--- src/hw/rtl/tcfo_pkg.sv ---
// Package for the two-class FIFO: request and status codes, class indexes
// and the result record. No dependencies.
package tcfo_pkg;

  localparam int unsigned STAMP_W = 16;
  localparam int unsigned ID_W    = 32;

  // class index, also the out_kind code
  localparam int unsigned CLS_CAT = 0;
  localparam int unsigned CLS_DOG = 1;

  typedef enum logic [1:0] {
    FUNC_ENQ     = 2'd0,
    FUNC_DEQ_ANY = 2'd1,
    FUNC_DEQ_DOG = 2'd2,
    FUNC_DEQ_CAT = 2'd3
  } func_e;

  typedef enum logic [1:0] {
    ST_OK    = 2'd0,
    ST_EMPTY = 2'd1,
    ST_FULL  = 2'd2
  } status_e;

  typedef struct packed {
    status_e          status;
    logic             kind;
    logic [ID_W-1:0]  name_id;
  } res_t;

endpackage

--- src/hw/rtl/two_class_fifo_oldest_any.sv ---
// Two-class FIFO (cat / dog) with dequeue-oldest, top level.
// Depends on tcfo_pkg.
//
// One request is taken per clock cycle while the skid register is empty.
// Its result is registered, in the output register or, while that one holds
// a waiting result, in the skid register. Each class keeps its
// entries in a synchronous-read memory; the head entry of each class is
// prefetched into the memory's read register in the cycle that moves the
// head, with a bypass when the entry being written is the new head, so a
// request only needs the two head registers, a 16-bit stamp subtract and
// a select. A two-deep result buffer (output register plus skid register)
// keeps the slave side open while one result waits on the master side.
module two_class_fifo_oldest_any #(
  parameter int unsigned DEPTH     = 16,
  parameter int unsigned NAME_BITS = 32
) (
  input  logic        clk_i,
  input  logic        rst_ni,
  input  logic        s_axis_tvalid,
  output logic        s_axis_tready,
  input  logic [31:0] s_axis_tdata,   // [31:0] name_id
  input  logic [2:0]  s_axis_tuser,   // [1:0] func, [2] kind
  output logic        m_axis_tvalid,
  input  logic        m_axis_tready,
  output logic [31:0] m_axis_tdata,   // [31:0] out_name_id
  output logic [2:0]  m_axis_tuser    // [0] out_kind, [2:1] status
);

  localparam int unsigned AW  = (DEPTH > 1) ? $clog2(DEPTH) : 1;
  localparam int unsigned CW  = $clog2(DEPTH + 1);
  localparam int unsigned IDW = tcfo_pkg::ID_W;
  localparam int unsigned SW  = tcfo_pkg::STAMP_W;

  typedef struct packed {
    logic [NAME_BITS-1:0] name;
    logic [SW-1:0]        stamp;
  } entry_t;

  // ---------------------------------------------------------------------
  // Input decode
  // ---------------------------------------------------------------------
  logic            acc;
  tcfo_pkg::func_e func;
  logic            kind_in;
  entry_t          wentry;

  assign acc           = s_axis_tvalid & s_axis_tready;
  assign func          = tcfo_pkg::func_e'(s_axis_tuser[1:0]);
  assign kind_in       = s_axis_tuser[2];

  // ---------------------------------------------------------------------
  // Per-class pointers, counts, storage and prefetched head
  // ---------------------------------------------------------------------
  logic [AW-1:0] head_q  [2];
  logic [AW-1:0] head_d  [2];
  logic [AW-1:0] tail_q  [2];
  logic [AW-1:0] tail_d  [2];
  logic [CW-1:0] count_q [2];
  logic [CW-1:0] count_d [2];
  entry_t        hd_q    [2];   // registered read data = current head entry
  entry_t        mem_q   [2][DEPTH];
  logic [1:0]    push;
  logic [1:0]    pop;
  logic [1:0]    nonempty;
  logic [SW-1:0] stamp_q;
  logic [SW-1:0] stamp_d;

  // incoming handle, zero-extended or truncated to the stored width
  always_comb begin
    wentry.name = '0;
    for (int b = 0; b < int'(NAME_BITS) && b < int'(IDW); b++) begin
      wentry.name[b] = s_axis_tdata[b];
    end
    wentry.stamp = stamp_q;
  end

  always_comb begin
    for (int c = 0; c < 2; c++) begin
      nonempty[c] = (count_q[c] != '0);
    end
  end

  // Request decode: which class pushes, which pops, and the status.
  logic          take_vld;
  logic          take_dog;
  logic [SW-1:0] stamp_diff;
  logic          enq_full;

  assign stamp_diff = hd_q[tcfo_pkg::CLS_CAT].stamp - hd_q[tcfo_pkg::CLS_DOG].stamp;
  assign enq_full   = (count_q[kind_in] == CW'(DEPTH));

  always_comb begin
    take_vld = 1'b0;
    take_dog = 1'b0;
    unique case (func)
      tcfo_pkg::FUNC_ENQ: begin
        take_vld = 1'b0;
      end
      tcfo_pkg::FUNC_DEQ_ANY: begin
        if (nonempty[tcfo_pkg::CLS_CAT] && nonempty[tcfo_pkg::CLS_DOG]) begin
          // cat wins on a tie or when its stamp is behind (wrap-safe)
          take_vld = 1'b1;
          take_dog = ~((stamp_diff == '0) | stamp_diff[SW-1]);
        end else begin
          take_vld = nonempty[tcfo_pkg::CLS_CAT] | nonempty[tcfo_pkg::CLS_DOG];
          take_dog = ~nonempty[tcfo_pkg::CLS_CAT];
        end
      end
      tcfo_pkg::FUNC_DEQ_DOG: begin
        take_vld = nonempty[tcfo_pkg::CLS_DOG];
        take_dog = 1'b1;
      end
      tcfo_pkg::FUNC_DEQ_CAT: begin
        take_vld = nonempty[tcfo_pkg::CLS_CAT];
        take_dog = 1'b0;
      end
      default: begin
        take_vld = 1'b0;
      end
    endcase
  end

  always_comb begin
    push = '0;
    pop  = '0;
    if (acc && (func == tcfo_pkg::FUNC_ENQ) && !enq_full) begin
      push[kind_in] = 1'b1;
    end
    if (acc && take_vld) begin
      pop[take_dog] = 1'b1;
    end
    stamp_d = (|push) ? stamp_q + SW'(1) : stamp_q;
    for (int c = 0; c < 2; c++) begin
      head_d[c]  = head_q[c];
      tail_d[c]  = tail_q[c];
      count_d[c] = count_q[c];
      if (pop[c]) begin
        head_d[c]  = (head_q[c] == AW'(DEPTH - 1)) ? '0 : head_q[c] + AW'(1);
        count_d[c] = count_q[c] - CW'(1);
      end
      if (push[c]) begin
        tail_d[c]  = (tail_q[c] == AW'(DEPTH - 1)) ? '0 : tail_q[c] + AW'(1);
        count_d[c] = count_q[c] + CW'(1);
      end
    end
  end

  always_ff @(posedge clk_i or negedge rst_ni) begin
    if (!rst_ni) begin
      for (int c = 0; c < 2; c++) begin
        head_q[c]  <= '0;
        tail_q[c]  <= '0;
        count_q[c] <= '0;
      end
      stamp_q <= '0;
    end else begin
      for (int c = 0; c < 2; c++) begin
        head_q[c]  <= head_d[c];
        tail_q[c]  <= tail_d[c];
        count_q[c] <= count_d[c];
      end
      stamp_q <= stamp_d;
    end
  end

  // Storage: one write at the tail, one registered read at the next head.
  always_ff @(posedge clk_i) begin
    for (int c = 0; c < 2; c++) begin
      if (push[c]) begin
        mem_q[c][tail_q[c]] <= wentry;
      end
      if (push[c] && (tail_q[c] == head_d[c])) begin
        hd_q[c] <= wentry;
      end else begin
        hd_q[c] <= mem_q[c][head_d[c]];
      end
    end
  end

  // ---------------------------------------------------------------------
  // Result formation
  // ---------------------------------------------------------------------
  tcfo_pkg::res_t res;

  always_comb begin
    res.name_id = '0;
    res.kind    = 1'b0;
    res.status  = tcfo_pkg::ST_OK;
    if (func == tcfo_pkg::FUNC_ENQ) begin
      res.status = enq_full ? tcfo_pkg::ST_FULL : tcfo_pkg::ST_OK;
    end else if (take_vld) begin
      res.kind = take_dog;
      for (int b = 0; b < int'(NAME_BITS) && b < int'(IDW); b++) begin
        res.name_id[b] = hd_q[take_dog].name[b];
      end
    end else begin
      res.status = tcfo_pkg::ST_EMPTY;
    end
  end

  // ---------------------------------------------------------------------
  // Two-deep result buffer: output register plus skid register
  // ---------------------------------------------------------------------
  logic           out_vld_q, out_vld_d;
  logic           skid_vld_q, skid_vld_d;
  tcfo_pkg::res_t out_q, out_d;
  tcfo_pkg::res_t skid_q, skid_d;
  logic           out_xfer;

  assign s_axis_tready = ~skid_vld_q;
  assign out_xfer      = out_vld_q & m_axis_tready;

  always_comb begin
    out_vld_d  = out_vld_q;
    skid_vld_d = skid_vld_q;
    out_d      = out_q;
    skid_d     = skid_q;
    if (out_xfer) begin
      if (skid_vld_q) begin
        out_d      = skid_q;
        skid_vld_d = 1'b0;
      end else begin
        out_d     = res;
        out_vld_d = acc;
      end
    end else if (!out_vld_q) begin
      out_d     = res;
      out_vld_d = acc;
    end else if (acc) begin
      skid_d     = res;
      skid_vld_d = 1'b1;
    end
  end

  always_ff @(posedge clk_i or negedge rst_ni) begin
    if (!rst_ni) begin
      out_vld_q  <= 1'b0;
      skid_vld_q <= 1'b0;
    end else begin
      out_vld_q  <= out_vld_d;
      skid_vld_q <= skid_vld_d;
    end
  end

  always_ff @(posedge clk_i) begin
    out_q  <= out_d;
    skid_q <= skid_d;
  end

  assign m_axis_tvalid = out_vld_q;
  assign m_axis_tdata  = out_q.name_id;
  assign m_axis_tuser  = {out_q.status, out_q.kind};

  // ---------------------------------------------------------------------
  // Assertions
  // ---------------------------------------------------------------------
  a_cat_count_bound: assert property (@(posedge clk_i) disable iff (!rst_ni)
    count_q[tcfo_pkg::CLS_CAT] <= CW'(DEPTH))
    else $error("cat count above depth");

  a_dog_count_bound: assert property (@(posedge clk_i) disable iff (!rst_ni)
    count_q[tcfo_pkg::CLS_DOG] <= CW'(DEPTH))
    else $error("dog count above depth");

  a_skid_needs_out: assert property (@(posedge clk_i) disable iff (!rst_ni)
    skid_vld_q |-> out_vld_q)
    else $error("skid holds a result while output register is empty");

  a_stamp_on_push: assert property (@(posedge clk_i) disable iff (!rst_ni)
    (|push) |=> (stamp_q == $past(stamp_q) + SW'(1)))
    else $error("arrival stamp did not advance on a stored enqueue");

  a_one_class_moves: assert property (@(posedge clk_i) disable iff (!rst_ni)
    !((|push) && (|pop)))
    else $error("push and pop in the same cycle");

endmodule

--- config.mk ---
export PLATFORM = sky130hd
export DESIGN_NAME = two_class_fifo_oldest_any
export DESIGN_NICKNAME = d
export VERILOG_FILES = /design/src/hw/rtl/tcfo_pkg.sv /design/src/hw/rtl/two_class_fifo_oldest_any.sv
export SDC_FILE = /design/constraint.sdc
export NUM_CORES = 2
export LEC_CHECK = 0
export BUFFER_PORTS_ARGS = -buffer_cell sky130_fd_sc_hd__buf_4
export CAP_MARGIN = 20
export CORE_MARGIN = 2
export CORE_UTILIZATION = 50
export CTS_BUF_LIST = sky130_fd_sc_hd__clkbuf_16
export CTS_CLUSTER_SIZE = 20
export DETAILED_ROUTE_END_ITERATION = 10
export HOLD_SLACK_MARGIN = 0.1
export PLACE_DENSITY = 0.63
export SKIP_LAST_GASP = 1
export SLEW_MARGIN = 20
export SYNTH_ARGS = -nofsm -noshare
export SYNTH_HDL_FRONTEND = slang
export SYNTH_SLANG_ARGS = --single-unit
--- constraint.sdc ---
create_clock -name clk_i -period 21.4 [get_ports clk_i]
set_clock_uncertainty 0.1 [all_clocks]
set_input_delay 3.21 -clock clk_i [delete_from_list [all_inputs] [get_ports clk_i]]
set_output_delay 3.21 -clock clk_i [all_outputs]
set_load 0.02 [all_outputs]
==> results.sh <==
export IMPL_cts_setup_buffers=0
export IMPL_async_reset_ff_frac=0.02520
export IMPL_crit_slowest_cell="buf_4"
export IMPL_ctsLongestPathBuffers=3
export IMPL_max_cap_violations=0
export IMPL_cp_common_cell="buf_4"
export IMPL_seq_area_frac_synth=0.7354
export IMPL_path_cells="buf_4 > inv_1 > ha_1 > o221a_2 > nand2b_1 > a211oi_1 > a21o_1 > o22a_2 > buf_4 > o41a_2 > buf_4 > xnor2_2 > nor4_4 > buf_4 > nor2_4 > buf_4 > a22oi_1"
export IMPL_ant_nets=0
export IMPL_grt_pass1_wl_um=281600
export IMPL_htree_num_levels=4
export IMPL_critPathCaptureType="flip-flop"
export IMPL_synth_area_mm2=0.06969
export IMPL_clk_pin_slew_ns=0.06
export IMPL_antenna_found_initial=4
export IMPL_post_route_min_period_ns=7.721
export IMPL_start_kind="primary input"
export IMPL_die_area_mm2=0.1424
export IMPL_drive_above_1_share=0.1019
export IMPL_drt_pass1_iter_count=5
export IMPL_ys_seq_elements=1746
export IMPL_yosys_warnings=0
export IMPL_initial_core_util=0.5056
export IMPL_worstPathArrival_ns=8.25
export IMPL_drtIter0Drc=5336
export IMPL_crit_required_ns=21.93
export IMPL_overflow=0
export IMPL_status="finished clean"
export IMPL_synthCells=5075
export IMPL_cts_resized=0
export IMPL_cts_buffers=176
export IMPL_max_stage_delay_ns=0.79
export IMPL_drc=0
export IMPL_min_path_type="flip-flop to flip-flop"
export IMPL_synth_ff_type="edfxtp_1"
export IMPL_slew_viol_final=0
export IMPL_gr_usage_all_layers=0.2705
export IMPL_relSlewSlack=0.2433
export IMPL_cts_tree="built"
export IMPL_routedWlPerCell_um=27.52
export IMPL_crit_type="primary input to flip-flop"
export IMPL_synth_cell_types=75
export IMPL_syn2layout_area_growth_pct=11.34
export IMPL_timing_final_ws_setup_ns=13.68
export IMPL_die_h_um=377.3
export IMPL_max_freq_mhz=129.5
export IMPL_crit_buf_inv=6
export IMPL_nets=5150
export IMPL_leakagePower_uw=0.02698
export IMPL_totalNegativeSetupSlack_ns=0
export IMPL_crit_fanout=46
export IMPL_layout_commonest_cell="edfxtp_1"
export IMPL_worst_slew_pin_slew_ns=1.135
export IMPL_path_delay_family="buffers and inverters"
export IMPL_period_share=0.3608
export IMPL_vias=43770
export IMPL_core_rowCount=136
export IMPL_insertion_delay_ns=0.81
export IMPL_dp_hpwl_um=98040
export IMPL_cts_sinks=1746
export IMPL_die_w_um=377.3
export IMPL_final_cell_mix="edfxtp_1 (1606), nand2_1 (1106), a21oi_1 (251)"
export IMPL_drt_total_wl_um=193100
export IMPL_synth_edff_count=1606
export IMPL_setup_viol=0
export IMPL_core_mm2=0.1378
export IMPL_ios=76
export IMPL_via_per_inst=6.238
export IMPL_place_ws_ns=12.92
export IMPL_syn_area_per_cell_um2=13.73
export IMPL_synth_nets=5154
export IMPL_gp_congestion=0.8745
export IMPL_total_power_uw=10250
export IMPL_powerDensity_mw_per_mm2=132.1
export IMPL_utilization=0.5630
export IMPL_grt_max_degree=198
export IMPL_finalHoldViolCount=0
export IMPL_rsz0062_at_grt="false"
export IMPL_io_buffer_count=75
export IMPL_hold_buffers=0
export IMPL_grt_pass1_vias=41030
export IMPL_root_buffer="clkbuf_16"
export IMPL_whs_ns=0.4072
export IMPL_ir_drop_v=0.0001577
-- logic make-up (layout without fill, tap and decap cells) --
family,after synthesis,in the layout,share of synthesized area
xor+xnor,36,36,0.004829
other cells,0,2,0
flops,1746,1746,0.7354
fa+ha+maj,40,40,0.007504
simple gates,1692,1692,0.1065
buf+inv,389,535,0.02336
compound gates,1033,1033,0.1018
mux,139,139,0.02065
-- cell usage after synthesis (37+ instances only) --
library cell / instances / area [um^2]
nor4_1: 52 / 325.3
mux2_2: 38 / 427.9
dfrtp_1: 44 / 1101
a21oi_1: 253 / 1266
a22oi_1: 50 / 375.4
mux2i_1: 101 / 1011
edfxtp_1: 1606 / 48230
o31ai_1: 98 / 735.7
dfxtp_1: 96 / 1922
clkbuf_1: 247 / 927.1
a32oi_1: 97 / 849.6
a31oi_1: 145 / 907.1
a211oi_1: 152 / 1141
ha_1: 37 / 462.9
o21ai_0: 70 / 350.3
and3_1: 203 / 1270
a21boi_0: 47 / 352.8
buf_2: 68 / 340.3
nand3_1: 157 / 785.8
inv_1: 38 / 142.6
nand2_1: 1112 / 4174
nor2_1: 86 / 322.8
-- report_power, final --
part           internal [uW]  total (uW)  switching [uW]
Sequential              3960        4090             129
Combinational           1020        3230            2210
Clock                   1640        2930            1290
-- per-layer routing --
layer | share of wire | vias up | wire, um | track usage
met4 | 0.028 | 0 | 5467 | 0.08400
met1 | 0.43 | 22250 | 82340 | 0.4007
met2 | 0.45 | 2035 | 87490 | 0.4124
li1 | - | 19170 | - | -
met3 | 0.092 | 316 | 17800 | 0.04316
met5 | 0 | - | 0 | 0
-- worst reg2reg max path: stages (launching register included) --
cell	delay (ns)
dfxtp_1	0.32
inv_1	0.08
ha_1	0.23
fa_1	0.49
nand2b_1	0.19
a21boi_1	0.23
o211a_1	0.24
o211ai_1	0.11
and3b_1	0.24
o2111ai_2	0.66
o22a_2	0.24
buf_4	0.58
o41a_2	0.41
buf_4	0.79
xnor2_2	0.26
nor4_4	0.08
buf_4	0.31
nor2_4	0.16
buf_4	0.64
a22oi_1	0.25
-- state kept, by name (all words and copies together), names as in the netlist --
signal / cells
stamp_q: 16
mem_q: 1536
tail_q: 8
m_axis_tdata: 32
m_axis_tuser: 3
skid_vld_q: 1
hd_q: 96
skid_q: 35
count_q: 10
head_q: 8
m_axis_tvalid: 1
-- metrics by stage --
step | cell area (um^2) | cells
6_report | 77600 | 7017
5_1_grt | 77590 | 7015
4_1_cts | 77520 | 7011
3_5_place_dp | 72040 | 6683
3_3_place_gp | 72010 | 6681
2_1_floorplan | 69690 | 5075
-- worst paths after layout --
kind	from	to	slack, ns	depth (start not counted)
hold reg to reg	count_q[8]	count_q[8]	0.41	2
setup reg to reg	hd_q[0][0]	hd_q[0][3]	14.63	19
setup / recovery	s_axis_tuser[1]	hd_q[0][3]	13.68	17
max in group asynchronous	rst_ni	stamp_q[15]	18.34	1
hold / removal	count_q[8]	count_q[8]	0.41	2
min in group asynchronous	rst_ni	stamp_q[8]	2.36	1
-- cell type report --
cell class / instances / area (um^2)
repair buffers: 165 / 1334
clock inverters: 148 / 968.4
diodes: 2 / 5.005
clock buffers: 180 / 4504
multi-input cells: 2940 / 17110
inverters: 42 / 172.7
flip-flops and latches: 1746 / 51260
fillers: 10990 / 60230
well taps: 1794 / 2245
No activity file was read; power rests on OpenSTA's default activity.
